### src/sv/mai_ram.sv
`default_nettype none

module mai_ram #(
    parameter int WIDTH = 64,
    parameter int DEPTH = 32
) (
    input  wire logic                     clk,
    input  wire logic                     we,
    input  wire logic [$clog2(DEPTH)-1:0] waddr,
    input  wire logic [WIDTH-1:0]         wdata,
    input  wire logic [$clog2(DEPTH)-1:0] raddr_a,
    input  wire logic [$clog2(DEPTH)-1:0] raddr_b,
    output logic      [WIDTH-1:0]         rdata_a,
    output logic      [WIDTH-1:0]         rdata_b
);

    logic [WIDTH-1:0] mem_reg [DEPTH];
    logic [WIDTH-1:0] rdata_a_reg;
    logic [WIDTH-1:0] rdata_b_reg;

    always_ff @(posedge clk)
    begin
        if (we)
        begin
            mem_reg[waddr] <= wdata;
        end
        rdata_a_reg <= mem_reg[raddr_a];
        rdata_b_reg <= mem_reg[raddr_b];
    end

    assign rdata_a = rdata_a_reg;
    assign rdata_b = rdata_b_reg;

endmodule

`default_nettype wire

### config.mk
export PLATFORM = sky130hd
export DESIGN_NAME = mai_ram
export DESIGN_NICKNAME = d
export VERILOG_FILES = /design/src/sv/mai_ram.sv
export SDC_FILE = /design/constraint.sdc
export NUM_CORES = 2
export LEC_CHECK = 0
export BUFFER_PORTS_ARGS = -buffer_cell sky130_fd_sc_hd__buf_2
export CORE_MARGIN = 1.5
export CORE_UTILIZATION = 57
export DETAILED_ROUTE_END_ITERATION = 7
export PLACE_DENSITY_LB_ADDON = 0.25
export SLEW_MARGIN = 20
export SYNTH_ARGS = -nofsm -noshare
export SYNTH_HDL_FRONTEND = slang
export SYNTH_SLANG_ARGS = --single-unit
### constraint.sdc
create_clock -name clk -period 6.4 [get_ports clk]
set_input_delay 1.6 -clock clk [delete_from_list [all_inputs] [get_ports clk]]
set_output_delay 1.6 -clock clk [all_outputs]
set_load 0.02 [all_outputs]
# Yosys cells after proc, flatten, opt, wreduce, memory -nomap -nowiden
# Memories as Yosys holds them, arrays and structs flattened. A register that Yosys moved wholly into a read port is not among the register bits.
# Cells that the tools add are included.
# totals
input_bits	81
mem_bits_ro	0
elab_cells	3
mem_bits_rw	2048
ff_bits	0
mem_count	1
latchBits	0
# op_classes
eq_ne	0
n_addsub	0
shifts	0
n_mul	0
order_cmp	0
n_reduce_logical	0
muxes	2
n_div	0
bitwise	0
# mem_list
memory	depth	width	read_ports	rd_clocked_by_memory_dff	write_ports	line	source
mem_reg	32	64	2	2	1	17	logic [WIDTH-1:0] mem_reg [DEPTH];
# op_table
op	n
2-to-1 mux 1 bit	2

# Depth between registers and ports, before layout
# logic_depth
word_depth	2
depth_mapped	9
ltp_nobuf	5

# Worst setup path before layout
# Ideal clock, no wire load.
# synth_path
path_type	input to register
startpoint	in waddr[1]
endpoint	mem mem_reg[12][0], enable pin
stages	3
setup_time_ns	0.486
arrival_time_ns	4.936
slack_ns	0.978
path_buffers	1
cell_sequence	or3b_2 clkbuf_1 nor2_1
# synth_rtl
element	line	source
start, declared	9	input wire logic [$clog2(DEPTH)-1:0] waddr,
end, declared	17	
# No word-level cell before the write port.

# Worst setup path after layout
# layout_path
startpoint	in waddr[1]
endpoint	mem mem_reg[17][9], enable pin
# No word-level cell before the write port.

==> summary.md <==
| Metric | Value |
|---|---|
| Net Sw Power | 6.96 mW |
| Commonest non-fill, non-tap cell in the layout | edfxtp_1 |
| Flip-flop count of the largest register after layout | about 2,000 |
| Sink Count | 2,176 |
| Power Dens Cells | 287 nW/um^2 |
| Row cnt | 150 |
| Slew Limit Fails | 0 |
| Initial Util | 57.6% |
| Detail Placement HPWL | 153,000 microns |
| CP required | a little under 7 ns |
| Hold slack | 0.830 ns |
| Die height | between 400 and 500 microns |
| Internal Power | 24.0 mW |
| DR DRC count | 0 |
| Post-Route WL | 274,000 microns |
| Minimum clock period | roughly 3.6 ns |
| Initial DRC Count | 7,387 |
| CTS Buf Count | 214 |
| Global-route wire length before repair | 388,000 microns |
| Post-CTS setup buffers | 0 |
| Share of cells above drive strength 1 | 37.6% |
| Via density | ~7.3 |
| Routed via count | ~52,000 |
| Clock-pin transition on the worst setup and hold timing paths | 0.06 ns |
| Clock network fraction of total power | 40.2% |
| Worst skew pair latency | 0.86 ns |
| Post-DR wirelength/cell | 38.7 microns |
| Final Skew | 0.0396 ns |
| Worst VDD drop | 248 uV |
| Worst-case clock buffer depth | 3 |
| Tot GR Track Use | 32.0% |
| Ports | 209 |
| Antenna viol nets, final | 0 |
| Sequential element share of the synthesized area | between 60 and 70% |
| MaxCap Viol Count | 0 |
| Post-CTS Resized | 0 |
| Pre-CTS setup slack | 2.02 ns |
| Sequential Power Share | 51.7% |
| Worst setup EP type | flip-flop |
| Met1 WL | 98,400 microns |
| Setup ws final | 2.78 ns |
| DR pass1 iterations | 6 |
| Vias in the first global route | 52,900 |
| Seq cells post-synth | 2,176 |
| GR Overflow Total | 0 |
| Finish-stage setup viols | 0 |
| Synth unique cells | 39 |
| H-tree depth | 4 |
| Initial antenna violation count | 25 |
| Top routing layer in use | met5 |
| Relative slew slack | 18.2% |
| Largest net degree at the start of global routing | 103 |
| Syn Nets | 4,522 |
| Chip Width | approximately 410 microns |
| Met2 Wirelength | 132,000 microns |
| Crit path kind | primary input to flip-flop |
| LEAKAGE | 34.8 nW |
| Startpoint types | primary input |
| Mapped Area | 96,700 sq um |
| Nets | 4,762 |
| Setup TNS | 0 ns |
| Period utilisation layout | 56.6% |
| Hold WC Path Type | flip-flop to flip-flop |
| Die area | 172,000 sq um |
| Cts hold-fix bufs | 0 |
| Mean Syn Cell Area | 21.8 sq um |
| Fmax | 276 MHz |
| Worst EP arrival | between 4 and 5 ns |
| Worst slew pin tran | 1.22 ns |
| Final Hold Vio Count | 0 |
| CORE AREA | around 170,000 sq um |
| CTS tree | done |
| Crit Path Max Fanout | 20 |
| Comb power frac | 8.2% |
| Mapped Cells | 4,441 |
| RSZ-0062 raised after global routing | false |
| Outcome | complete, no violations |
| WL met3 | approximately 32,000 microns |
| Most frequent cells in the layout | 2,048 x edfxtp_1, 1,039 x mux4_2, 362 x mux2i_1, 219 x clkbuf_16, 198 x buf_2 |
| Synth warnings | 0 |
| Root buf cell | clkbuf_16 |
| Number of port buffers | 208 |
| Final GP Congestion | ~0.82 |
| Switch share | 22.5% |
| Layout area overhead | 11.7% |
==> per-stage QoR <==
step	total power [mW]	std cells	instance area (sq um)	util [%]
finish	30.9	7078	108000	64.3
global route	31.7	7075	108000	64.3
CTS	31.0	7068	108000	64.3
detailed placement	18.8	6668	101000	60.2
global placement	18.8	6666	101000	60.1
floorplan	17.9	4441	96700	-
==> final cells by class <==
type / count / area [sq um]
Sequential cell: 2176 / 64100
Fill cell: 11000 / 59900
Multi-Input combinational cell: 1917 / 31100
Clock buffer: 296 / 6020
Timing Repair Buffer: 371 / 3050
Tap cell: 2204 / 2760
Clock inverter: 104 / 906
Antenna cell: 9 / 22.5
Inverter: 1 / 11.3
==> cells by family (layout without fill, tap and decap cells) <==
family,count (synthesis),after routing,synth area share [%]
DFF,2176,2176,66.3
muxes,1457,1457,28.6
buffers and inverters,348,772,1.89
AOI/OAI and AO/OA,276,276,2.37
and+or+nand+nor,184,184,0.857
other,0,9,0
==> critical path: stages <==
cell	delay, ns
buf_2	0.13
nand3b_1	0.68
nor2_4	0.95
buf_4	0.67
==> Yosys cell counts <==
cell type	count	area, sq um
edfxtp_1	2048	61500
mux4_2	1039	23400
mux2i_1	362	3620
buf_2	129	646
dfxtp_1	128	2560
a221oi_1	93	815
clkbuf_1	92	345
nand2_1	87	327
buf_4	75	563
mux2_2	56	631
nor2_1	46	173
buf_1	41	154
a32o_1	38	380
o22ai_1	38	238
a22o_1	33	289
o21a_1	22	165
nor2b_1	19	119
a22oi_1	18	135
buf_6	10	113
a211oi_1	6	45.0
nand3b_1	5	37.5
a2111oi_0	4	35.0
a211o_1	4	35.0
a21o_1	4	30.0
a21oi_1	4	20.0
a32oi_1	4	35.0
and2_1	4	25.0
and3_1	4	25.0
nand2b_1	4	25.0
nor4_1	4	25.0
o221ai_1	4	35.0
o41ai_1	4	35.0
or3b_2	3	26.3
nand3_1	2	10.0
or2_2	2	12.5
or3_1	2	12.5
and2_0	1	6.26
clkinv_1	1	3.75
nor3_1	1	5.00
==> layer usage <==
metal / vias up / track usage [%]
met4: 16 / 12.6
met2: 3551 / 50.4
met1: 27700 / 44.0
met3: 606 / 7.24
li1: 20100 / -
met5: - / 0
==> path summary, 6_finish.rpt <==
kind / start / endpoint / slack, ns / cells past startpoint
min reg2reg: mem_reg[16][31] / rdata_a[31] / 0.83 / 3
max: waddr[1] / mem_reg[17][9] / 2.78 / 4
min: mem_reg[16][31] / rdata_a[31] / 0.83 / 3
max reg2reg: mem_reg[17][38] / rdata_b[38] / 4.59 / 5
==> power groups by stage <==
stage	sequential, mW	combinational (mW)	clock [mW]
after floorplan	16.3	1.51	0
after global placement	16.3	2.49	0
after detailed placement	16.3	2.52	0
after CTS	16.0	2.53	12.5
after global routing	16.0	2.65	13.0
final	16.0	2.53	12.4
Note: power is estimated with default switching activity, not from simulation.
