<file path="config.mk">
export PLATFORM = sky130hd
export DESIGN_NAME = mai_mul
export DESIGN_NICKNAME = d
export VERILOG_FILES = /design/src/sv/mai_pkg.sv /design/src/sv/mai_mul.sv
export SDC_FILE = /design/constraint.sdc
export NUM_CORES = 2
export LEC_CHECK = 0
export BUFFER_PORTS_ARGS = -buffer_cell sky130_fd_sc_hd__buf_2
export CORE_AREA = 4 4 369 408
export CTS_BUF_LIST = sky130_fd_sc_hd__clkbuf_4
export CTS_CLUSTER_SIZE = 30
export DETAILED_ROUTE_END_ITERATION = 8
export DIE_AREA = 0 0 373 412
export PLACE_DENSITY = 0.5
export SLEW_MARGIN = 15
export SYNTH_ARGS = -nofsm -noshare
export SYNTH_HDL_FRONTEND = slang
export SYNTH_SLANG_ARGS = --single-unit
</file>
<file path="constraint.sdc">
create_clock -name clk -period 11.8 [get_ports clk]
set_input_delay 2.36 -clock clk [delete_from_list [all_inputs] [get_ports clk]]
set_output_delay 2.36 -clock clk [all_outputs]
set_load 0.1 [all_outputs]
</file>
<file path="src/sv/mai_pkg.sv">
`default_nettype none

package mai_pkg;

    localparam int FRAC_BITS = 16;

    // register file for accumulators and temporaries
    localparam int RF_DEPTH = 32;
    localparam int RF_AW    = $clog2(RF_DEPTH);
    localparam int DATA_W   = 64;
    localparam int PC_W     = 6;

    localparam int CFG_IDX_W = 8;
    localparam logic [CFG_IDX_W-1:0] CFG_MASS  = CFG_IDX_W'(0);
    localparam logic [CFG_IDX_W-1:0] CFG_POS_X = CFG_IDX_W'(1);
    localparam logic [CFG_IDX_W-1:0] CFG_POS_Y = CFG_IDX_W'(2);
    localparam logic [CFG_IDX_W-1:0] CFG_POS_Z = CFG_IDX_W'(3);

    localparam logic [31:0]  MASS_RESET = 32'(64'd1 << FRAC_BITS);
    localparam logic [127:0] RND_HALF   = 128'd1 << (FRAC_BITS - 1);

    typedef struct packed {
        logic signed [31:0] tri_cx;
        logic signed [31:0] tri_cy;
        logic signed [31:0] tri_cz;
        logic [31:0]        tri_area;
        logic               final_tri;
    } in_t;

    typedef struct packed {
        logic signed [31:0] cog_x;
        logic signed [31:0] cog_y;
        logic signed [31:0] cog_z;
        logic signed [47:0] inertia_xx;
        logic signed [47:0] inertia_yy;
        logic signed [47:0] inertia_zz;
        logic signed [47:0] inertia_xz;
        logic               area_error;
    } out_t;

    typedef enum logic [2:0] {
        ST_IDLE,
        ST_FETCH,
        ST_OPER,
        ST_EXEC,
        ST_MUL,
        ST_DIV,
        ST_EMIT
    } state_t;

    typedef enum logic [2:0] {
        OP_MULQ,
        OP_ADD,
        OP_SUB,
        OP_COG,
        OP_CENT,
        OP_SCALE,
        OP_BRANCH,
        OP_END
    } op_t;

    // codes below 32 are register file entries, the rest are item, config and result slots
    typedef enum logic [5:0] {
        LOC_SA  = 6'd0,
        LOC_SX  = 6'd1,
        LOC_SY  = 6'd2,
        LOC_SZ  = 6'd3,
        LOC_SXX = 6'd4,
        LOC_SYY = 6'd5,
        LOC_SZZ = 6'd6,
        LOC_SXZ = 6'd7,
        LOC_T0  = 6'd8,
        LOC_T1  = 6'd9,
        LOC_CX  = 6'd10,
        LOC_CY  = 6'd11,
        LOC_CZ  = 6'd12,
        LOC_XX2 = 6'd13,
        LOC_YY2 = 6'd14,
        LOC_ZZ2 = 6'd15,
        LOC_IXX = 6'd16,
        LOC_IYY = 6'd17,
        LOC_IZZ = 6'd18,
        LOC_IXZ = 6'd19,
        LOC_X   = 6'd32,
        LOC_Y   = 6'd33,
        LOC_Z   = 6'd34,
        LOC_A   = 6'd35,
        LOC_PX  = 6'd36,
        LOC_PY  = 6'd37,
        LOC_PZ  = 6'd38,
        LOC_OCX = 6'd40,
        LOC_OCY = 6'd41,
        LOC_OCZ = 6'd42,
        LOC_OXX = 6'd43,
        LOC_OYY = 6'd44,
        LOC_OZZ = 6'd45,
        LOC_OXZ = 6'd46
    } loc_t;

    typedef struct packed {
        op_t  op;
        loc_t s1;
        loc_t s2;
        loc_t dst;
    } uop_t;

    typedef struct packed {
        logic start;
        logic rnd;
    } mul_req_t;

    // microprogram: accumulation first, then the finishing sequence
    function automatic uop_t prog_rom(input logic [PC_W-1:0] pc);
        uop_t u;
        unique case (pc)
            6'd0:  u = '{OP_MULQ,   LOC_A,   LOC_X,   LOC_T0};
            6'd1:  u = '{OP_ADD,    LOC_SX,  LOC_T0,  LOC_SX};
            6'd2:  u = '{OP_MULQ,   LOC_A,   LOC_Y,   LOC_T0};
            6'd3:  u = '{OP_ADD,    LOC_SY,  LOC_T0,  LOC_SY};
            6'd4:  u = '{OP_MULQ,   LOC_A,   LOC_Z,   LOC_T0};
            6'd5:  u = '{OP_ADD,    LOC_SZ,  LOC_T0,  LOC_SZ};
            6'd6:  u = '{OP_MULQ,   LOC_X,   LOC_X,   LOC_T0};
            6'd7:  u = '{OP_MULQ,   LOC_A,   LOC_T0,  LOC_T0};
            6'd8:  u = '{OP_ADD,    LOC_SXX, LOC_T0,  LOC_SXX};
            6'd9:  u = '{OP_MULQ,   LOC_Y,   LOC_Y,   LOC_T0};
            6'd10: u = '{OP_MULQ,   LOC_A,   LOC_T0,  LOC_T0};
            6'd11: u = '{OP_ADD,    LOC_SYY, LOC_T0,  LOC_SYY};
            6'd12: u = '{OP_MULQ,   LOC_Z,   LOC_Z,   LOC_T0};
            6'd13: u = '{OP_MULQ,   LOC_A,   LOC_T0,  LOC_T0};
            6'd14: u = '{OP_ADD,    LOC_SZZ, LOC_T0,  LOC_SZZ};
            6'd15: u = '{OP_MULQ,   LOC_X,   LOC_Z,   LOC_T0};
            6'd16: u = '{OP_MULQ,   LOC_A,   LOC_T0,  LOC_T0};
            6'd17: u = '{OP_ADD,    LOC_SXZ, LOC_T0,  LOC_SXZ};
            6'd18: u = '{OP_ADD,    LOC_SA,  LOC_A,   LOC_SA};
            6'd19: u = '{OP_BRANCH, LOC_SA,  LOC_SA,  LOC_T0};
            6'd20: u = '{OP_CENT,   LOC_SX,  LOC_SA,  LOC_CX};
            6'd21: u = '{OP_CENT,   LOC_SY,  LOC_SA,  LOC_CY};
            6'd22: u = '{OP_CENT,   LOC_SZ,  LOC_SA,  LOC_CZ};
            6'd23: u = '{OP_MULQ,   LOC_CX,  LOC_CX,  LOC_XX2};
            6'd24: u = '{OP_MULQ,   LOC_CY,  LOC_CY,  LOC_YY2};
            6'd25: u = '{OP_MULQ,   LOC_CZ,  LOC_CZ,  LOC_ZZ2};
            6'd26: u = '{OP_ADD,    LOC_YY2, LOC_ZZ2, LOC_T0};
            6'd27: u = '{OP_MULQ,   LOC_SA,  LOC_T0,  LOC_T0};
            6'd28: u = '{OP_ADD,    LOC_SYY, LOC_SZZ, LOC_T1};
            6'd29: u = '{OP_SUB,    LOC_T1,  LOC_T0,  LOC_IXX};
            6'd30: u = '{OP_ADD,    LOC_XX2, LOC_ZZ2, LOC_T0};
            6'd31: u = '{OP_MULQ,   LOC_SA,  LOC_T0,  LOC_T0};
            6'd32: u = '{OP_ADD,    LOC_SXX, LOC_SZZ, LOC_T1};
            6'd33: u = '{OP_SUB,    LOC_T1,  LOC_T0,  LOC_IYY};
            6'd34: u = '{OP_ADD,    LOC_XX2, LOC_YY2, LOC_T0};
            6'd35: u = '{OP_MULQ,   LOC_SA,  LOC_T0,  LOC_T0};
            6'd36: u = '{OP_ADD,    LOC_SXX, LOC_SYY, LOC_T1};
            6'd37: u = '{OP_SUB,    LOC_T1,  LOC_T0,  LOC_IZZ};
            6'd38: u = '{OP_MULQ,   LOC_CX,  LOC_CZ,  LOC_T0};
            6'd39: u = '{OP_MULQ,   LOC_SA,  LOC_T0,  LOC_T0};
            6'd40: u = '{OP_SUB,    LOC_SXZ, LOC_T0,  LOC_IXZ};
            6'd41: u = '{OP_COG,    LOC_CX,  LOC_PX,  LOC_OCX};
            6'd42: u = '{OP_COG,    LOC_CY,  LOC_PY,  LOC_OCY};
            6'd43: u = '{OP_COG,    LOC_CZ,  LOC_PZ,  LOC_OCZ};
            6'd44: u = '{OP_SCALE,  LOC_IXX, LOC_SA,  LOC_OXX};
            6'd45: u = '{OP_SCALE,  LOC_IYY, LOC_SA,  LOC_OYY};
            6'd46: u = '{OP_SCALE,  LOC_IZZ, LOC_SA,  LOC_OZZ};
            6'd47: u = '{OP_SCALE,  LOC_IXZ, LOC_SA,  LOC_OXZ};
            default: u = '{OP_END,  LOC_T0,  LOC_T0,  LOC_T0};
        endcase
        return u;
    endfunction

    function automatic logic [63:0] mag64(input logic [63:0] v);
        return v[63] ? (~v + 64'd1) : v;
    endfunction

    // signed 48-bit saturation of a sign and magnitude, sign-extended to 64
    function automatic logic [63:0] clamp48(input logic neg, input logic [63:0] mag);
        logic [63:0] lim;
        logic [63:0] m;
        lim = 64'd1 << 47;
        if (!neg) begin
            m = (mag >= lim) ? (lim - 64'd1) : mag;
        end else begin
            m = (mag >= lim) ? lim : mag;
            m = ~m + 64'd1;
        end
        return m;
    endfunction

endpackage

`default_nettype wire

</file>
<file path="src/sv/mai_mul.sv">
`default_nettype none

module mai_mul (
    input  wire logic              clk,
    input  wire logic              rst_n,
    input  wire mai_pkg::mul_req_t req,
    input  wire logic [63:0]       a,
    input  wire logic [63:0]       b,
    output logic                   done,
    output logic [127:0]           prod
);

    import mai_pkg::*;

    logic [63:0]  a_reg;
    logic [63:0]  b_reg;
    logic [127:0] acc_reg;
    logic [1:0]   cnt_reg;
    logic         busy_reg;
    logic         done_reg;
    logic [31:0]  pa;
    logic [31:0]  pb;
    logic [63:0]  pp;
    logic [127:0] pp_sh;

    // one 32x32 partial product a cycle
    assign pa = cnt_reg[1] ? a_reg[63:32] : a_reg[31:0];
    assign pb = cnt_reg[0] ? b_reg[63:32] : b_reg[31:0];
    assign pp = {32'd0, pa} * {32'd0, pb};

    always_comb
    begin
        unique case (cnt_reg)
            2'd0:       pp_sh = {64'd0, pp};
            2'd1, 2'd2: pp_sh = {32'd0, pp, 32'd0};
            2'd3:       pp_sh = {pp, 64'd0};
        endcase
    end

    always_ff @(posedge clk or negedge rst_n)
    begin
        if (!rst_n)
        begin
            busy_reg <= 1'b0;
            done_reg <= 1'b0;
            cnt_reg  <= 2'd0;
        end
        else
        begin
            done_reg <= 1'b0;
            if (req.start)
            begin
                busy_reg <= 1'b1;
                cnt_reg  <= 2'd0;
            end
            else if (busy_reg)
            begin
                cnt_reg <= cnt_reg + 2'd1;
                if (cnt_reg == 2'd3)
                begin
                    busy_reg <= 1'b0;
                    done_reg <= 1'b1;
                end
            end
        end
    end

    always_ff @(posedge clk)
    begin
        if (req.start)
        begin
            a_reg   <= a;
            b_reg   <= b;
            acc_reg <= req.rnd ? RND_HALF : 128'd0;
        end
        else if (busy_reg)
        begin
            acc_reg <= acc_reg + pp_sh;
        end
    end

    assign done = done_reg;
    assign prod = acc_reg;

    a_start_idle: assert property (@(posedge clk) disable iff (!rst_n)
        req.start |-> !busy_reg)
        else $error("multiplier restarted while busy");

endmodule

`default_nettype wire

</file>
======== Yosys cells after proc, flatten, opt, wreduce, memory -nomap -nowiden ========
Cells that the tools add are included.
cells by class
  add/subtract/negate cells ............... 2
  mux-type cells .......................... 14
  multiply operators ...................... 1
  equality and inequality tests ........... 3
  reduce and logical (&&, ||, !) cells .... 3
operator list
  operator               count
  $pmux W128 S3          1
  $mux W128              2
  $add A128 B128 Y128    1
  $mul A32 B32 Y64       1
  $mux W32               2
  $mux W16               1
  $mux W1                6
  $eq A2 B2 Y1 const B   2
  $mux W2                2
  $add A2 B1 Y2 const B  1
  $eq A2 B1 Y1 const B   1
  $logic_not A2 Y1       1
  $reduce_bool A2 Y1     1
  $reduce_or A2 Y1       1
word-level totals
  logic and storage cells ................. 29
  bits in registers ....................... 260
  bits of input ports ..................... 132
  output and inout port bits .............. 129

======== Depth between registers and ports, before layout ========
  depth in word-level cells ............... 6
  depth in mapped cells ................... 45
  gate-level depth less buffers ........... 40

======== Worst setup path before layout ========
OpenSTA, ideal clock, no wires.
  path kind ............................... register to register
  from .................................... register cnt_reg[0]
  to ...................................... register acc_reg[122], in the netlist prod[122], data pin
  period minus slack after synthesis ...... 11347 ps
  buffers on the path ..................... 5
  path slack .............................. 453 ps
  stages on the path, launching flop included .. 39
  arrival time ............................ 11085 ps
  setup time .............................. 262 ps
  data required time ...................... 11538 ps
  cells stage by stage .................... dfrtp_1 > clkbuf_1 > buf_1 > mux2i_1 > clkbuf_1 > nor2_1 > fa_1 > fa_1 > fa_1 > inv_1 > fa_1 > inv_1 > fa_1 > fa_1 > fa_1 > fa_1 > ha_1 > clkbuf_1 > [... 3 more ...] > or3_1 > a2111oi_0 > o41ai_1 > or3_1 > a22o_1 > ha_1 > clkbuf_1 > and4_1 > and2_1 > a221oi_1 > o21ai_1 > a31o_1 > a21oi_1 > a21boi_2 > o31ai_1 > o21a_1 > a311o_1 > mux2_1
on the way
  cells in the longest elaborated chain, start to end .. 6
  elaborated cells between the ends (all ways) .. 11
  those cells by class .................... add/sub: 1; mul: 1; eq/ne: 3; mux: 4; reduce/logical: 2
RTL lines
  what                                                         line                          RTL
  from (decl)                                                  mai_mul.sv:18                 logic [1:0] cnt_reg;
  from (signal assigned)                                       mai_mul.sv:58                 cnt_reg <= cnt_reg + 2'd1;
  $mux W32, or another cell as far along                       mai_mul.sv:28                 assign pb = cnt_reg[0] ? b_reg[63:32] : b_reg[31:0];
  $mul A32 B32 Y64 / $reduce_or A2 Y1 (equally long branches)  mai_mul.sv:29, mai_mul.sv:33
  $pmux W128 S3 *                                              mai_mul.sv:33                 unique case (cnt_reg)
  $add A128 B128 Y128 *                                        mai_mul.sv:78                 acc_reg <= acc_reg + pp_sh;
  $mux W128 *                                                  mai_mul.sv:76                 else if (busy_reg)
  $mux W128 *                                                  mai_mul.sv:70                 if (req.start)
  to (signal assigned)                                         mai_mul.sv:74                 acc_reg <= req.rnd ? RND_HALF : 128'd0;
  to (signal assigned)                                         mai_mul.sv:78
  to (decl)                                                    mai_mul.sv:17                 logic [127:0] acc_reg;
Mark *: on every way between the ends. The rest lies on a longest branch, timed or not. The select of a mux whose other input is x is not followed.
A chain may end at the register's enable or synchronous reset.

======== Worst setup path in the final report ========
  from .................................... register cnt_reg[0]
  to ...................................... register acc_reg[125], in the netlist prod[125], data pin
The elaborated chain is that of the path after synthesis.

==> qor.yml <==
timing:
  finClkSkew_ns: 0.102
  setup_viol: 0
  fmax_mhz: 86.5
  worst_pin_slew_ns: 1.05
  slew_headroom_pct: 30.0
  final-hold-violation-count: 0
  maxSlewViolCount: 0
  worst_slack_ns: 0.237
  timing.final.crit_share_pct: 98.0
  fin_crit_ns: 11.56
cells_and_area:
  areaGrowthSynthToFinish_pct: 20.0
  layout.nets: 7766
  drive_gt1_share_pct: 19.1
  fillerInstances: 14700
  largest_register_ffs: 128
clock_tree:
  cts_tree: "built"
  cts_buffers: 82
  clock_path_buffers: 3
  ctsHoldBuffers: 0
  clockRootBuffer: "clkbuf_4"
  path_clk_slew_ns: 0.07
  clock-sinks: 260
  clk-insertion-delay-late_ns: 1.07
  cts.htree.levels: 3
critical_path:
  critPathMaxStageDelay_ns: 0.60
  end_kind: "flip-flop"
  critPathRequiredTime_ns: 12.56
  path_max_fanout: 11
  reg2reg_depth: 42
  worstSetupPathType: "reg -> reg"
  crit_slowest_cell: "fa_1"
  worstPathArrival_ns: 12.32
  cp-start-kind: "flip-flop"
  r2r-end: "prod[125]"
  r2r_slack_ns: 0.24
  cpMostUsedCell: "fa_1"
  r2r_start: "cnt_reg[0]"
global_route:
  first_global_vias: 45600
  grt_pass1_wl_mm: 303
  grt_max_degree: 161
  track_usage_pct: 26.4
  antenna_found_initial: 29
  grt-ovfl-total: 0
detailed_routing:
  ant_nets: 0
  first_pass_iters: 6
  drc: 0
  vias: 44200
  wire_per_inst_um: 25.0
  drt-total-wl_mm: 209
  viasPerCell: 5.28
  drtIter0Drc: 3737
run:
  maxCapViolations: 0
placed_design:
  hpwl_mm: 173
  gp_congestion: 0.968
  io_buffers: 260
  place_ws_ns: -0.665
die:
  die_w_um: 373
  start_util_pct: 34.7
  rows: 148
  pin_count: 261
  die_y_um: 412
  coreArea_um2: 147000
  die_area_um2: 154000
logic_synthesis:
  yosys.area.top_type_share_pct: 35.2
  yosys.area_share.simple_pct: 15.2
  synth_area_leader_cell: "fa_1"
  synth_seq_cells: 260
  synthTopCellsByArea: "fa_1 (35%), edfxtp_1 (15%), ha_1 (9.6%)"
  synth_xor_xnor_area_share_pct: 2.83
  synth_top_family_by_area: "adder cells"
  synth_nets: 7140
  async_reset_ff_share_pct: 1.54
  synth.avg_cell_area_um2: 8.91
  yosys_warnings: 0
  syn_inst: 5719
  synth_compound_area_share_pct: 10.3
  synthFlopType: "edfxtp_1"
  syn_area_um2: 51000
  synthAdderAreaFrac_pct: 44.8
  synth_mux_area_share_pct: 2.80
  synth_cell_type_count: 92
  synth-seq-area-share_pct: 15.3
  synth_edf_count: 256
worst_hold_path:
  min_path_cells: 1
  min_path_type: "reg -> reg"
  min_to: "busy_reg"
  holdCritStartpoint: "busy_reg"
status:
  status: "finished, final reports clean"
## worst max-delay path: cells and delay by family (launching register included)
family / cells / cell delay, ns
buffers and inverters: 11 / 1.53
adders and majority gates: 10 / 4.61
AOI/OAI and AO/OA: 11 / 2.41
and+or+nand+nor: 7 / 1.39
DFF: 1 / 0.55
xor gates and xnor gates: 1 / 0.24
muxes: 2 / 0.54
## logic make-up (layout without fill, tap and decap cells)
group           count (synthesis)  after routing
flops                         260            260
other cells                     0             19
fa+ha+maj                    1289           1289
simple gates                 1876           1876
mux                           134            134
xor+xnor                      165            165
buf+inv                      1191           1872
compound gates                804            804
## cells in the mapped netlist (6+ instances only)
| cell | n |
|---|---|
| nor2_1 | 898 |
| a21boi_0 | 8 |
| nor2b_1 | 20 |
| a211o_1 | 7 |
| mux2_2 | 62 |
| nand4_1 | 71 |
| nand2_1 | 673 |
| o31ai_1 | 24 |
| a21oi_1 | 253 |
| xor2_1 | 65 |
| o22ai_1 | 27 |
| a211oi_1 | 17 |
| a31oi_1 | 15 |
| and2_1 | 29 |
| mux2i_1 | 65 |
| inv_1 | 908 |
| o21a_1 | 28 |
| a221oi_1 | 9 |
| nand2b_1 | 18 |
| o21bai_1 | 56 |
| buf_1 | 12 |
| nor3_1 | 55 |
| clkbuf_1 | 254 |
| or2_2 | 10 |
| xnor2_1 | 100 |
| edfxtp_1 | 256 |
| buf_2 | 16 |
| nor4_1 | 12 |
| or3_1 | 16 |
| fa_1 | 897 |
| o211ai_1 | 19 |
| a21o_1 | 100 |
| o21ai_0 | 134 |
| nand3_1 | 38 |
| o21ai_1 | 26 |
| mux2_1 | 7 |
| nor3b_1 | 6 |
| ha_1 | 392 |
| and3_1 | 13 |
## stage by stage
step	area, µm²	hold slack, ns	util (%)	cells	TNS, ns
finish	61200	0.703	41.7	8369	0
global route	61200	0.710	41.6	8353	-0.0789
CTS	59300	0.710	40.4	8271	-0.197
detailed placement	58100	0.685	39.6	8120	-14.74
global placement	58100	0.669	39.6	8120	-20.75
floorplan	51000	0.540	-	5719	0
## worst max path at each step
stage / start / endpoint / slack, ns / cells past startpoint
2_1_floorplan: cnt_reg[0] / prod[122] / 0.45 / 38
3_3_place_gp: cnt_reg[0] / prod[125] / -0.84 / 40
3_5_place_dp: cnt_reg[0] / prod[125] / -0.66 / 40
4_1_cts: cnt_reg[1] / prod[122] / -0.11 / 41
5_1_grt: cnt_reg[1] / prod[122] / -0.03 / 42
6_report: cnt_reg[0] / prod[125] / 0.24 / 42
## cells in the final DEF (no fill, tap or decap), types with 18 or more instances in the layout
cell | synthesis | routed
a21o_1 | 100 | 100
a21oi_1 | 253 | 240
and2_1 | 29 | 28
buf_12 | 0 | 65
buf_2 | 16 | 259
buf_4 | 0 | 467
clkbuf_4 | 0 | 108
diode_2 | 0 | 19
edfxtp_1 | 256 | 256
fa_1 | 897 | 884
ha_1 | 392 | 379
inv_1 | 908 | 904
mux2_2 | 62 | 31
mux2_4 | 0 | 31
mux2i_2 | 0 | 28
mux2i_4 | 0 | 26
nand2_1 | 673 | 668
nand2b_1 | 18 | 18
nand3_1 | 38 | 36
nand4_1 | 71 | 71
nor2_1 | 898 | 881
nor2b_1 | 20 | 20
nor3_1 | 55 | 51
o211ai_1 | 19 | 19
o21a_1 | 28 | 28
o21ai_0 | 134 | 129
o21ai_1 | 26 | 26
o21bai_1 | 56 | 54
o22ai_1 | 27 | 25
o31ai_1 | 24 | 20
xnor2_1 | 100 | 96
xor2_1 | 65 | 62
## layout make-up
type | count | area, µm² | share of cell area (%)
Antenna cell | 19 | 47.5 | 0.0777
Clock buffer | 108 | 811 | 1.32
Clock inverter | 31 | 159 | 0.260
Inverter | 909 | 3410 | 5.58
Multi-Input combinational cell | 4268 | 39800 | 65.0
Sequential cell | 260 | 7790 | 12.7
Tap cell | 1950 | 2440 | 3.99
Timing Repair Buffer | 824 | 6730 | 11.0
## per-layer routing
layer / up-vias / track usage (%) / routed length [µm]
met4: 20 / 11.4 / 11200
li1: 19600 / - / -
met5: - / 0 / 124
met3: 422 / 4.94 / 16400
met2: 1785 / 42.3 / 95200
met1: 22400 / 35.1 / 86000
## repair_timing
action / CTS / global route
pin swaps: 3 / 59
endpoints found under the hold margin: 0 / 0
gates resized for setup: 16 / 180
setup buffers: 12 / 62
endpoints found under the setup margin: 58 / 57
cloned: 0 / 17
Power is not shown: default switching activity piles up to over one toggle a cycle in this logic, so the estimate is an artifact.
