--- config.mk ---
export PLATFORM = sky130hd
export DESIGN_NAME = mai_div
export DESIGN_NICKNAME = d
export VERILOG_FILES = /design/src/sv/mai_pkg.sv /design/src/sv/mai_div.sv
export SDC_FILE = /design/constraint.sdc
export NUM_CORES = 1
export LEC_CHECK = 0
export BUFFER_PORTS_ARGS = -buffer_cell sky130_fd_sc_hd__clkbuf_2
export CAP_MARGIN = 40
export CORE_ASPECT_RATIO = 1.25
export CORE_MARGIN = 2
export CORE_UTILIZATION = 29
export CTS_BUF_LIST = sky130_fd_sc_hd__clkbuf_16
export CTS_CLUSTER_DIAMETER = 120
export DETAILED_ROUTE_END_ITERATION = 10
export PLACE_DENSITY = 0.53
export RECOVER_POWER = 50
export SETUP_SLACK_MARGIN = 0.2
export SLEW_MARGIN = 10
export SYNTH_ARGS = -nofsm -noshare
export SYNTH_HDL_FRONTEND = slang
export SYNTH_SLANG_ARGS = --single-unit
--- constraint.sdc ---
create_clock -name clk -period 11.6 [get_ports clk]
set_clock_uncertainty 0.1 [all_clocks]
set_input_delay 2.32 -clock clk [delete_from_list [all_inputs] [get_ports clk]]
set_output_delay 2.32 -clock clk [all_outputs]
set_load 0.02 [all_outputs]
--- src/sv/mai_pkg.sv ---
`default_nettype none

package mai_pkg;

    localparam int FRAC_BITS = 16;

    // register file for accumulators and temporaries
    localparam int RF_DEPTH = 32;
    localparam int RF_AW    = $clog2(RF_DEPTH);
    localparam int DATA_W   = 64;
    localparam int PC_W     = 6;

    localparam int CFG_IDX_W = 8;
    localparam logic [CFG_IDX_W-1:0] CFG_MASS  = CFG_IDX_W'(0);
    localparam logic [CFG_IDX_W-1:0] CFG_POS_X = CFG_IDX_W'(1);
    localparam logic [CFG_IDX_W-1:0] CFG_POS_Y = CFG_IDX_W'(2);
    localparam logic [CFG_IDX_W-1:0] CFG_POS_Z = CFG_IDX_W'(3);

    localparam logic [31:0]  MASS_RESET = 32'(64'd1 << FRAC_BITS);
    localparam logic [127:0] RND_HALF   = 128'd1 << (FRAC_BITS - 1);

    typedef struct packed {
        logic signed [31:0] tri_cx;
        logic signed [31:0] tri_cy;
        logic signed [31:0] tri_cz;
        logic [31:0]        tri_area;
        logic               final_tri;
    } in_t;

    typedef struct packed {
        logic signed [31:0] cog_x;
        logic signed [31:0] cog_y;
        logic signed [31:0] cog_z;
        logic signed [47:0] inertia_xx;
        logic signed [47:0] inertia_yy;
        logic signed [47:0] inertia_zz;
        logic signed [47:0] inertia_xz;
        logic               area_error;
    } out_t;

    typedef enum logic [2:0] {
        ST_IDLE,
        ST_FETCH,
        ST_OPER,
        ST_EXEC,
        ST_MUL,
        ST_DIV,
        ST_EMIT
    } state_t;

    typedef enum logic [2:0] {
        OP_MULQ,
        OP_ADD,
        OP_SUB,
        OP_COG,
        OP_CENT,
        OP_SCALE,
        OP_BRANCH,
        OP_END
    } op_t;

    // codes below 32 are register file entries, the rest are item, config and result slots
    typedef enum logic [5:0] {
        LOC_SA  = 6'd0,
        LOC_SX  = 6'd1,
        LOC_SY  = 6'd2,
        LOC_SZ  = 6'd3,
        LOC_SXX = 6'd4,
        LOC_SYY = 6'd5,
        LOC_SZZ = 6'd6,
        LOC_SXZ = 6'd7,
        LOC_T0  = 6'd8,
        LOC_T1  = 6'd9,
        LOC_CX  = 6'd10,
        LOC_CY  = 6'd11,
        LOC_CZ  = 6'd12,
        LOC_XX2 = 6'd13,
        LOC_YY2 = 6'd14,
        LOC_ZZ2 = 6'd15,
        LOC_IXX = 6'd16,
        LOC_IYY = 6'd17,
        LOC_IZZ = 6'd18,
        LOC_IXZ = 6'd19,
        LOC_X   = 6'd32,
        LOC_Y   = 6'd33,
        LOC_Z   = 6'd34,
        LOC_A   = 6'd35,
        LOC_PX  = 6'd36,
        LOC_PY  = 6'd37,
        LOC_PZ  = 6'd38,
        LOC_OCX = 6'd40,
        LOC_OCY = 6'd41,
        LOC_OCZ = 6'd42,
        LOC_OXX = 6'd43,
        LOC_OYY = 6'd44,
        LOC_OZZ = 6'd45,
        LOC_OXZ = 6'd46
    } loc_t;

    typedef struct packed {
        op_t  op;
        loc_t s1;
        loc_t s2;
        loc_t dst;
    } uop_t;

    typedef struct packed {
        logic start;
        logic rnd;
    } mul_req_t;

    // microprogram: accumulation first, then the finishing sequence
    function automatic uop_t prog_rom(input logic [PC_W-1:0] pc);
        uop_t u;
        unique case (pc)
            6'd0:  u = '{OP_MULQ,   LOC_A,   LOC_X,   LOC_T0};
            6'd1:  u = '{OP_ADD,    LOC_SX,  LOC_T0,  LOC_SX};
            6'd2:  u = '{OP_MULQ,   LOC_A,   LOC_Y,   LOC_T0};
            6'd3:  u = '{OP_ADD,    LOC_SY,  LOC_T0,  LOC_SY};
            6'd4:  u = '{OP_MULQ,   LOC_A,   LOC_Z,   LOC_T0};
            6'd5:  u = '{OP_ADD,    LOC_SZ,  LOC_T0,  LOC_SZ};
            6'd6:  u = '{OP_MULQ,   LOC_X,   LOC_X,   LOC_T0};
            6'd7:  u = '{OP_MULQ,   LOC_A,   LOC_T0,  LOC_T0};
            6'd8:  u = '{OP_ADD,    LOC_SXX, LOC_T0,  LOC_SXX};
            6'd9:  u = '{OP_MULQ,   LOC_Y,   LOC_Y,   LOC_T0};
            6'd10: u = '{OP_MULQ,   LOC_A,   LOC_T0,  LOC_T0};
            6'd11: u = '{OP_ADD,    LOC_SYY, LOC_T0,  LOC_SYY};
            6'd12: u = '{OP_MULQ,   LOC_Z,   LOC_Z,   LOC_T0};
            6'd13: u = '{OP_MULQ,   LOC_A,   LOC_T0,  LOC_T0};
            6'd14: u = '{OP_ADD,    LOC_SZZ, LOC_T0,  LOC_SZZ};
            6'd15: u = '{OP_MULQ,   LOC_X,   LOC_Z,   LOC_T0};
            6'd16: u = '{OP_MULQ,   LOC_A,   LOC_T0,  LOC_T0};
            6'd17: u = '{OP_ADD,    LOC_SXZ, LOC_T0,  LOC_SXZ};
            6'd18: u = '{OP_ADD,    LOC_SA,  LOC_A,   LOC_SA};
            6'd19: u = '{OP_BRANCH, LOC_SA,  LOC_SA,  LOC_T0};
            6'd20: u = '{OP_CENT,   LOC_SX,  LOC_SA,  LOC_CX};
            6'd21: u = '{OP_CENT,   LOC_SY,  LOC_SA,  LOC_CY};
            6'd22: u = '{OP_CENT,   LOC_SZ,  LOC_SA,  LOC_CZ};
            6'd23: u = '{OP_MULQ,   LOC_CX,  LOC_CX,  LOC_XX2};
            6'd24: u = '{OP_MULQ,   LOC_CY,  LOC_CY,  LOC_YY2};
            6'd25: u = '{OP_MULQ,   LOC_CZ,  LOC_CZ,  LOC_ZZ2};
            6'd26: u = '{OP_ADD,    LOC_YY2, LOC_ZZ2, LOC_T0};
            6'd27: u = '{OP_MULQ,   LOC_SA,  LOC_T0,  LOC_T0};
            6'd28: u = '{OP_ADD,    LOC_SYY, LOC_SZZ, LOC_T1};
            6'd29: u = '{OP_SUB,    LOC_T1,  LOC_T0,  LOC_IXX};
            6'd30: u = '{OP_ADD,    LOC_XX2, LOC_ZZ2, LOC_T0};
            6'd31: u = '{OP_MULQ,   LOC_SA,  LOC_T0,  LOC_T0};
            6'd32: u = '{OP_ADD,    LOC_SXX, LOC_SZZ, LOC_T1};
            6'd33: u = '{OP_SUB,    LOC_T1,  LOC_T0,  LOC_IYY};
            6'd34: u = '{OP_ADD,    LOC_XX2, LOC_YY2, LOC_T0};
            6'd35: u = '{OP_MULQ,   LOC_SA,  LOC_T0,  LOC_T0};
            6'd36: u = '{OP_ADD,    LOC_SXX, LOC_SYY, LOC_T1};
            6'd37: u = '{OP_SUB,    LOC_T1,  LOC_T0,  LOC_IZZ};
            6'd38: u = '{OP_MULQ,   LOC_CX,  LOC_CZ,  LOC_T0};
            6'd39: u = '{OP_MULQ,   LOC_SA,  LOC_T0,  LOC_T0};
            6'd40: u = '{OP_SUB,    LOC_SXZ, LOC_T0,  LOC_IXZ};
            6'd41: u = '{OP_COG,    LOC_CX,  LOC_PX,  LOC_OCX};
            6'd42: u = '{OP_COG,    LOC_CY,  LOC_PY,  LOC_OCY};
            6'd43: u = '{OP_COG,    LOC_CZ,  LOC_PZ,  LOC_OCZ};
            6'd44: u = '{OP_SCALE,  LOC_IXX, LOC_SA,  LOC_OXX};
            6'd45: u = '{OP_SCALE,  LOC_IYY, LOC_SA,  LOC_OYY};
            6'd46: u = '{OP_SCALE,  LOC_IZZ, LOC_SA,  LOC_OZZ};
            6'd47: u = '{OP_SCALE,  LOC_IXZ, LOC_SA,  LOC_OXZ};
            default: u = '{OP_END,  LOC_T0,  LOC_T0,  LOC_T0};
        endcase
        return u;
    endfunction

    function automatic logic [63:0] mag64(input logic [63:0] v);
        return v[63] ? (~v + 64'd1) : v;
    endfunction

    // signed 48-bit saturation of a sign and magnitude, sign-extended to 64
    function automatic logic [63:0] clamp48(input logic neg, input logic [63:0] mag);
        logic [63:0] lim;
        logic [63:0] m;
        lim = 64'd1 << 47;
        if (!neg) begin
            m = (mag >= lim) ? (lim - 64'd1) : mag;
        end else begin
            m = (mag >= lim) ? lim : mag;
            m = ~m + 64'd1;
        end
        return m;
    endfunction

endpackage

`default_nettype wire

--- src/sv/mai_div.sv ---
`default_nettype none

module mai_div (
    input  wire logic         clk,
    input  wire logic         rst_n,
    input  wire logic         start,
    input  wire logic [127:0] num,
    input  wire logic [63:0]  den,
    output logic              done,
    output logic [63:0]       quo
);

    import mai_pkg::*;

    logic [127:0] n_reg;
    logic [63:0]  d_reg;
    logic [63:0]  r_reg;
    logic [63:0]  q_reg;
    logic         ovf_reg;
    logic [6:0]   cnt_reg;
    logic         busy_reg;
    logic         fin_reg;
    logic         done_reg;
    logic [64:0]  r_sh;
    logic         ge;
    logic [64:0]  r_new;
    logic         half_ge;

    // restoring division, one quotient bit a cycle
    assign r_sh    = {r_reg, n_reg[127]};
    assign ge      = r_sh >= {1'b0, d_reg};
    assign r_new   = ge ? (r_sh - {1'b0, d_reg}) : r_sh;
    assign half_ge = {r_reg, 1'b0} >= {1'b0, d_reg};

    always_ff @(posedge clk or negedge rst_n)
    begin
        if (!rst_n)
        begin
            busy_reg <= 1'b0;
            fin_reg  <= 1'b0;
            done_reg <= 1'b0;
            cnt_reg  <= 7'd0;
        end
        else
        begin
            done_reg <= 1'b0;
            if (start)
            begin
                busy_reg <= 1'b1;
                fin_reg  <= 1'b0;
                cnt_reg  <= 7'd0;
            end
            else if (busy_reg && !fin_reg)
            begin
                cnt_reg <= cnt_reg + 7'd1;
                if (&cnt_reg)
                begin
                    fin_reg <= 1'b1;
                end
            end
            else if (busy_reg)
            begin
                busy_reg <= 1'b0;
                fin_reg  <= 1'b0;
                done_reg <= 1'b1;
            end
        end
    end

    always_ff @(posedge clk)
    begin
        if (start)
        begin
            n_reg   <= num;
            d_reg   <= den;
            r_reg   <= 64'd0;
            q_reg   <= 64'd0;
            ovf_reg <= 1'b0;
        end
        else if (busy_reg && !fin_reg)
        begin
            n_reg <= {n_reg[126:0], 1'b0};
            r_reg <= r_new[63:0];
            q_reg <= {q_reg[62:0], ge};
            if (q_reg[63])
            begin
                ovf_reg <= 1'b1;
            end
        end
        else if (busy_reg && half_ge)
        begin
            // round to nearest, ties away from zero
            if (&q_reg)
            begin
                ovf_reg <= 1'b1;
            end
            else
            begin
                q_reg <= q_reg + 64'd1;
            end
        end
    end

    assign done = done_reg;
    assign quo  = ovf_reg ? {64{1'b1}} : q_reg;

    a_start_idle: assert property (@(posedge clk) disable iff (!rst_n)
        start |-> !busy_reg)
        else $error("divider restarted while busy");

endmodule

`default_nettype wire

# Word level (Yosys, flattened, before mapping)
# Cells that the tools add are included.
# op_classes
reduce_logical	12
n_lt_le_gt_ge	2
mux	22
eq_ne	4
n_addsub	3
# ops
op	count
64-bit 2-to-1 mux	5
128-bit 2-to-1 mux	2
65-bit by 64-bit >= comparator with 1-bit output	2
64-bit by 1-bit adder with 64-bit output (second input constant)	1
64-bit AND reduction	1
64-bit subtractor	1
7-bit 2-to-1 mux	2
1-bit 2-to-1 mux	13
7-bit by 1-bit adder with 7-bit output (second input constant)	1
7-bit AND reduction	1
2-bit inequality test (second input constant)	3
2-bit nonzero test	3
2-bit AND reduction	2
3-bit inequality test (second input constant)	1
3-bit AND reduction	1
3-bit nonzero test	1
1-bit logical AND	2
1-bit zero test	1
# totals
in_bits	195
elab_cells	52
output_inout_bits	65
reg_bits	331

# Depth between registers and ports, before layout
# Gate-level depths: netlist of run 1.
# depth
ltp_word	4
ltp_mapped	15
ltp_nobuf	13

# Worst setup path before layout of run 1
# Ideal clock, no wire load.
# synth_path
kind	input port to flip-flop
start	in start
end	reg n_reg[0], enable pin
arrival_time_ns	5.389
path_stages	4
path_slack_ns	5.631
n_path_buf	2
setup_time_ns	0.480
required_ns	11.020
cell_sequence	clkbuf_1 -> nor2_1 -> clkbuf_1 -> inv_1
# synth_via
elab_chain_cells	1
# synth_rtl
item	line	rtl
from (decl)	mai_div.sv:6	input wire logic start,
2-bit nonzero test (no line)	--	
to (signal assigned)	mai_div.sv:74	n_reg <= num;
to (signal assigned)	mai_div.sv:82	n_reg <= {n_reg[126:0], 1'b0};
to (decl)	mai_div.sv:15	logic [127:0] n_reg;
# Every way passes these cells.
# A chain may end at the register's enable or synchronous reset.

# Final worst setup path of run 1
# layout_path
start	in start
end	reg n_reg[99], enable pin
# Same word-level chain as after synthesis.

==> impl_results.md, run 1 <==
* Syn nets at 2299
* Detailed Place HPWL at 39800 um
* Post-synthesis cell count at 2037
* Power, Total at 4.34 mW
* Sum Neg Setup Slack at 0 ps
* Met3 Use GR at 0.0464
* EDFF count, synth at 192
* Achievable frequency at 0.132 GHz
* Critical path type: input port to flip-flop
* Startpoint Class: input port
* Top post-synthesis cells by area: edfxtp_1 (30%), dfxtp_1 (13%), mux2_2 (7.5%), a21oi_1 (4.6%), ha_1 (4.3%)
* Largest register FFs at 128
* Final Hold Vio Count at 0
* Grt met1 use at 0.187
* Async S/R FF share, synth at 0.0302
* Total track usage at 0.159
* CTS buffer count at ~40
* CP arrival at approximately 7700 ps
* DRT Pass-1 Iters at 5
* Post-CTS sizing at 0
* Post-CTS setup buffers at 0
* Boundary pin count at 260
* Combinational power share at 0.362
* Post-route cell area at 22400 um2
* Core Box Area at roughly 66000 um2
* DR vias/cell at 5.23
* Hold Path Origin: r_reg[1]
* Non-Filler Instances at 3110
* Worst r2r src: busy_reg
* Status: finished, violations left
* Placer Congestion at 0.883
* Vias in the first global route at 16200
* CP Capture Type: flip-flop
* NumNets Final at 2484
* Placed insts at 3035
* Die Area at 68200 um2
* Antenna Violating Nets Remaining at 0
* Yosys warning count at 0
* Clock power share at 0.283
* Area growth from synthesis to layout at 17.0%
* LEAKAGE at roughly 9.2 nW
* First-pass GRT wire length at roughly 88000 um
* Final hold slack at 380 ps
* Hold Path Class: flip-flop to flip-flop
* Tmin final at approximately 7600 ps
* Prevailing post-synth register cell: edfxtp_1
* Cell taking the most area after synthesis: edfxtp_1
* Gr busiest metal: met2
* CTS tree: built
* RSZ-0062 raised after global routing: no
* Reg clk slew, reported paths at 60 ps
* Least-Margin Pin Slew at 3550 ps
* Reg power frac at 0.355
* Share of the synthesized area in the top cell type at 0.301
* Share of cells above drive strength 1 at 0.238
* DRT iter0 DRCs at 1037
* MaxCap Viol Count at 2
* Total grt overflow at 0
* Endpoints failing setup at 0
* Max-slew headroom at -1.37
* DRC errors left at 0
* Critical-path maximum fanout at between 60 and 70
* CTS sink cnt at 331
* Largest net degree at the start of global routing at 166
* Final wirelength at between 50000 and 60000 um
* Hold Buf Count CTS at 0
* Max-slew violation count at 109
* Register area share after synthesis at 0.448
* Failing checks: max-capacitance violations, max-slew violations
* Net switching power at 1.57 mW
* Syn Std Cell Area at about 19000 um2
* CTS max path bufs at 3
* Fin crit share at 0.653
* CP startpoint: start
* Worst vdd ir at 0.000123 V
* Worst path required time at 11760 ps
* Port bufs at 259
* Met2 global-route usage at 0.276
* Dpl cell area at 21200 um2
* Switching share of power at 0.362
* Synthesized flop and latch total at 331
* Die width at 234 um
* Most frequent cells in the layout: clkbuf_2 (233), edfxtp_1 (192), nand2_1 (184)
* Mapped Avg Cell Area at between 9 and 10 um2
* Pwr dens at 193 nW/um2
* Int Power at 2.77 mW
* Fillers at 6768
* Most common cell after layout, fill and taps aside: clkbuf_2
* Clock root buffer master: clkbuf_16
* Cell variety after synth at 86
* Die height at around 290 um
* Rows at 105
* Initial antenna violation count at 4
* Clk_lat worst skew at 580 ps
* Max H-tree Level at 2
* Routed length per instance at 17.9 um
* Initial core utilization at 0.292
* Via count at 16300
[path summary, 6_finish.rpt]
check                           depth (start not counted)    endpoint  slack (ps)
worst max-delay path                                    6   n_reg[99]        4030
worst min-delay path                                    2    r_reg[1]         380
worst max register to register                          8   n_reg[99]        6150
worst min register to register                          2    r_reg[1]         380
max in group asynchronous                               1  cnt_reg[1]        9420
min in group asynchronous                               1        done        1610
[routing by layer]
layer	vias up	share of wire
met5	-	0.00065
met1	7766	0.40
li1	7839	-
met2	541	0.49
met4	6	0.031
met3	108	0.076
[critical path, stage by stage]
cell        delay (ps)
clkbuf_1          2450
nor2_1             140
clkbuf_1           510
clkinvlp_2        1280
buf_4              650
buf_12             300
[synthesized netlist by cell type (12+ instances only)]
cell type	number
xor2_1	23
a31oi_1	23
a211oi_1	26
ha_1	66
nor2_1	159
a21o_1	39
a22o_1	13
xnor2_1	33
nor4_1	20
or3_1	12
nor3_1	53
a311oi_1	12
dfxtp_1	129
nand3_1	51
nand2_1	184
clkbuf_1	99
nand4_1	49
a21oi_1	177
o21ai_0	129
edfxtp_1	192
mux2_2	128
o21bai_1	18
buf_2	18
o32ai_1	13
or2_2	72
a22oi_1	13
inv_1	92
and3_1	19
[power by group through the flow]
stage / clock network [mW] / logic (mW) / registers [mW]
final: 1.23 / 1.57 / 1.54
after global routing: 1.32 / 1.74 / 1.56
after detailed placement: 0 / 1.55 / 1.56
after floorplan: 0 / 1.20 / 1.53
after CTS: 1.28 / 1.56 / 1.54
after global placement: 0 / 1.53 / 1.55
[kinds of logic after synthesis]
family,after synthesis,share of synthesized area
xor gates and xnor gates,56,0.0256
buffers and inverters,229,0.0500
and+or+nand+nor,660,0.167
DFF,331,0.448
AOI/OAI and AO/OA,555,0.184
adders and majority gates,67,0.0441
muxes,139,0.0812
[metrics by stage]
step | util | worst slack, ps
3_3_place_gp | 0.321 | 6650
4_1_cts | 0.343 | 7230
2_1_floorplan | - | 5630
6_report | 0.342 | 4030
5_1_grt | 0.342 | 3490
3_5_place_dp | 0.323 | 6680
[area by class of cell]
class                   count  area, um2  share of cell area
diodes                      1       2.50            0.000112
clock buffers              41       1030              0.0457
clock inverters            33        267              0.0119
inverters                  93        350              0.0156
multi-input cells        1477       9640               0.430
flip-flops and latches    331       8600               0.383
well taps                 856       1070              0.0477
repair buffers            278       1480              0.0658
(Power assumes the default switching activity.)
==> run 2, diff against run 1 <==
- clock period: 11.6 -> 7.15 ns (I/O delays scaled with it)
==> impl_results.md, run 2 (synthesis gave the netlist of run 1 again) <==
* Reg clk slew, reported paths at 60 ps (about the same)
* Hold Buf Count CTS at 0 (unchanged)
* Die height at 291 um (unchanged)
* Pwr dens at 317 nW/um2 (was 193 nW/um2)
* DRT Pass-1 Iters at 7 (was 5)
* Boundary pin count at 260 (unchanged)
* Largest net degree at the start of global routing at 82 (was 166)
* DRC errors left at 0 (unchanged)
* Rows at 105 (unchanged)
* Critical path type: input port to flip-flop (unchanged)
* Worst Path Buf+Inv at 3 (was 5)
* Failing checks: max-capacitance violations, max-slew violations (unchanged)
* Total grt overflow at 0 (unchanged)
* Die width at 234 um (unchanged)
* Clk_lat worst skew at 560 ps (was 580 ps)
* Most common cell after layout, fill and taps aside: clkbuf_2 (unchanged)
* Sum Neg Setup Slack at 0 ps (unchanged)
* Max H-tree Level at 2 (unchanged)
* Startpoint Class: input port (unchanged)
* Final Hold Vio Count at 0 (unchanged)
* Port bufs at 259 (unchanged)
* CTS max path bufs at 3 (unchanged)
* Non-Filler Instances at 3113 (was 3110)
* Worst path required time at 7350 ps (was 11760 ps)
* DP Worst Slack at 2150 ps (was 6680 ps)
* LEAKAGE at 9.12 nW (was 9.15 nW)
* Routed length per instance at 18.0 um (was 17.9 um)
* CTS tree: built (unchanged)
* Total track usage at 0.161 (was 0.159)
* Status: finished, violations left (unchanged)
* Max-slew headroom at -1.23 (was -1.37)
* Vias in the first global route at 16300 (was 16200)
* Area growth from synthesis to layout at 17.1% (was 17.0%)
* Initial core utilization at 0.292 (unchanged)
* CP Capture Type: flip-flop (unchanged)
* NumNets Final at 2486 (was 2484)
* First-pass GRT wire length at 88500 um (was 87600 um)
* Achievable frequency at between 0.15 and 0.2 GHz
* Endpoints failing setup at 0 (unchanged)
* Antenna Violating Nets Remaining at 0 (unchanged)
* Post-CTS setup buffers at 0 (unchanged)
* Slowest stage delay, CP at 2080 ps (was 2450 ps)
* Top cell family by delay on the critical path: buffers and inverters (unchanged)
* Critical path cell sequence: buf_8 > clkbuf_1 > clkbuf_1 > mux2_2 (was clkbuf_1 > nor2_1 > clkbuf_1 > clkinvlp_2 > buf_4 > buf_12)
* Setup ws final at 1840 ps (was 4030 ps)
* CTS sink cnt at 331 (unchanged)
* DR vias/cell at 5.19 (was 5.23)
* Placer Congestion at 0.885 (was 0.883)
* Detailed Place HPWL at 40400 um (was 39800 um)
* MaxCap Viol Count at 3 (was 2)
* RSZ-0062 raised after global routing: no (unchanged)
* Via count at 16100 (was 16300)
* Clock root buffer master: clkbuf_16 (unchanged)
* CP arrival at 5510 ps (was 7730 ps)
* CTS buffer count at 40 (was 41)
* Largest register FFs at 128 (unchanged)
* Share of cells above drive strength 1 at 0.228 (was 0.238)
* DRT iter0 DRCs at 1079 (was 1037)
* Fin crit share at 0.742
* Core Box Area at 65600 um2 (unchanged)
* Least-Margin Pin Slew at 3350 ps (was 3550 ps)
* Initial antenna violation count at 9 (was 4)
* Post-CTS sizing at 0 (unchanged)
* Tmin final at 5310 ps
* Die Area at 68200 um2 (unchanged)
* Worst vdd ir at 0.000173 V (was 0.000123 V)
* Hold Path Class: flip-flop to flip-flop (unchanged)
* Max-slew violation count at 165 (was 109)
* Placed insts at 3038 (was 3035)
* Most frequent cells in the layout: clkbuf_2 (216), edfxtp_1 (192), nand2_1 (184) (was clkbuf_2 (233), edfxtp_1 (192), nand2_1 (184))
* Critical-path maximum fanout at 81 (was 64)
* Final wirelength at 56000 um (was 55700 um)
* Critical Path Most Common Cell: clkbuf_1 (unchanged)
* Worst path slowest cell: clkbuf_1 (unchanged)
## run 2: cell types whose count changed in the layout (fill, tap and decap cells not counted), sizes merged
cell	before	now
buf	17	16
bufinv	2	4
clkbuf	302	307
clkinv	23	17
clkinvlp	3	1
inv	98	103
## run 2: through the flow
| stage | power [mW] | hold slack [ps] | area, um2 | utilization |
|---|---|---|---|---|
| floorplan | 4.43 | 349 | 19200 | - |
| global placement | 5.02 | 367 | 21100 | 0.322 |
| detailed placement | 5.09 | 373 | 21300 | 0.324 |
| CTS | 7.20 | 385 | 22600 | 0.344 |
| global route | 7.59 | 410 | 22400 | 0.342 |
| finish | 7.12 | 380 | 22400 | 0.342 |
## run 2: metal layers
metal  up-vias  GRT usage  part of all wire
met5         -          0            0.0022
met1      7671      0.189              0.40
li1       7845          -                 -
met3       109     0.0505             0.075
met2       501      0.278              0.50
met4        18     0.0514             0.027
## run 2: layout make-up
cell class	instances	area, um2
antenna	1	2.50
clock buffer	42	1050
clock inverter	32	249
fill	6824	43100
inverter	93	352
multi-input combinational	1477	9640
sequential	331	8600
tap	856	1070
timing repair buffer	281	1490
## run 2: power breakdown
group          switching (mW)  internal, mW  total, mW
Sequential              0.171          2.32       2.49
Combinational            1.52          1.06       2.58
Clock                   0.842          1.21       2.05
## run 2: worst register-to-register path, cell delays in order (launching register included)
cell and delay, ps:
edfxtp_1 330, inv_1 50, ha_1 450, nand4_1 190
or4_1 560, nor4_1 420, nand4_1 180, o21ai_1 150
nor3_1 80, a21boi_4 710, and2_1 740, buf_4 430
a21oi_1 140, a2111oi_2 340
## run 2: path summary, 6_finish.rpt
path                       depth (start not counted)       from  slack (ps)    endpoint
setup / recovery                                   4      start        1840   n_reg[20]
hold / removal                                     2  r_reg[27]         380   r_reg[27]
setup reg to reg                                  13  d_reg[44]        2140   q_reg[44]
hold reg to reg                                    2  r_reg[27]         380   r_reg[27]
max in group asynchronous                          1      rst_n        5850  cnt_reg[5]
min in group asynchronous                          1      rst_n         730    busy_reg
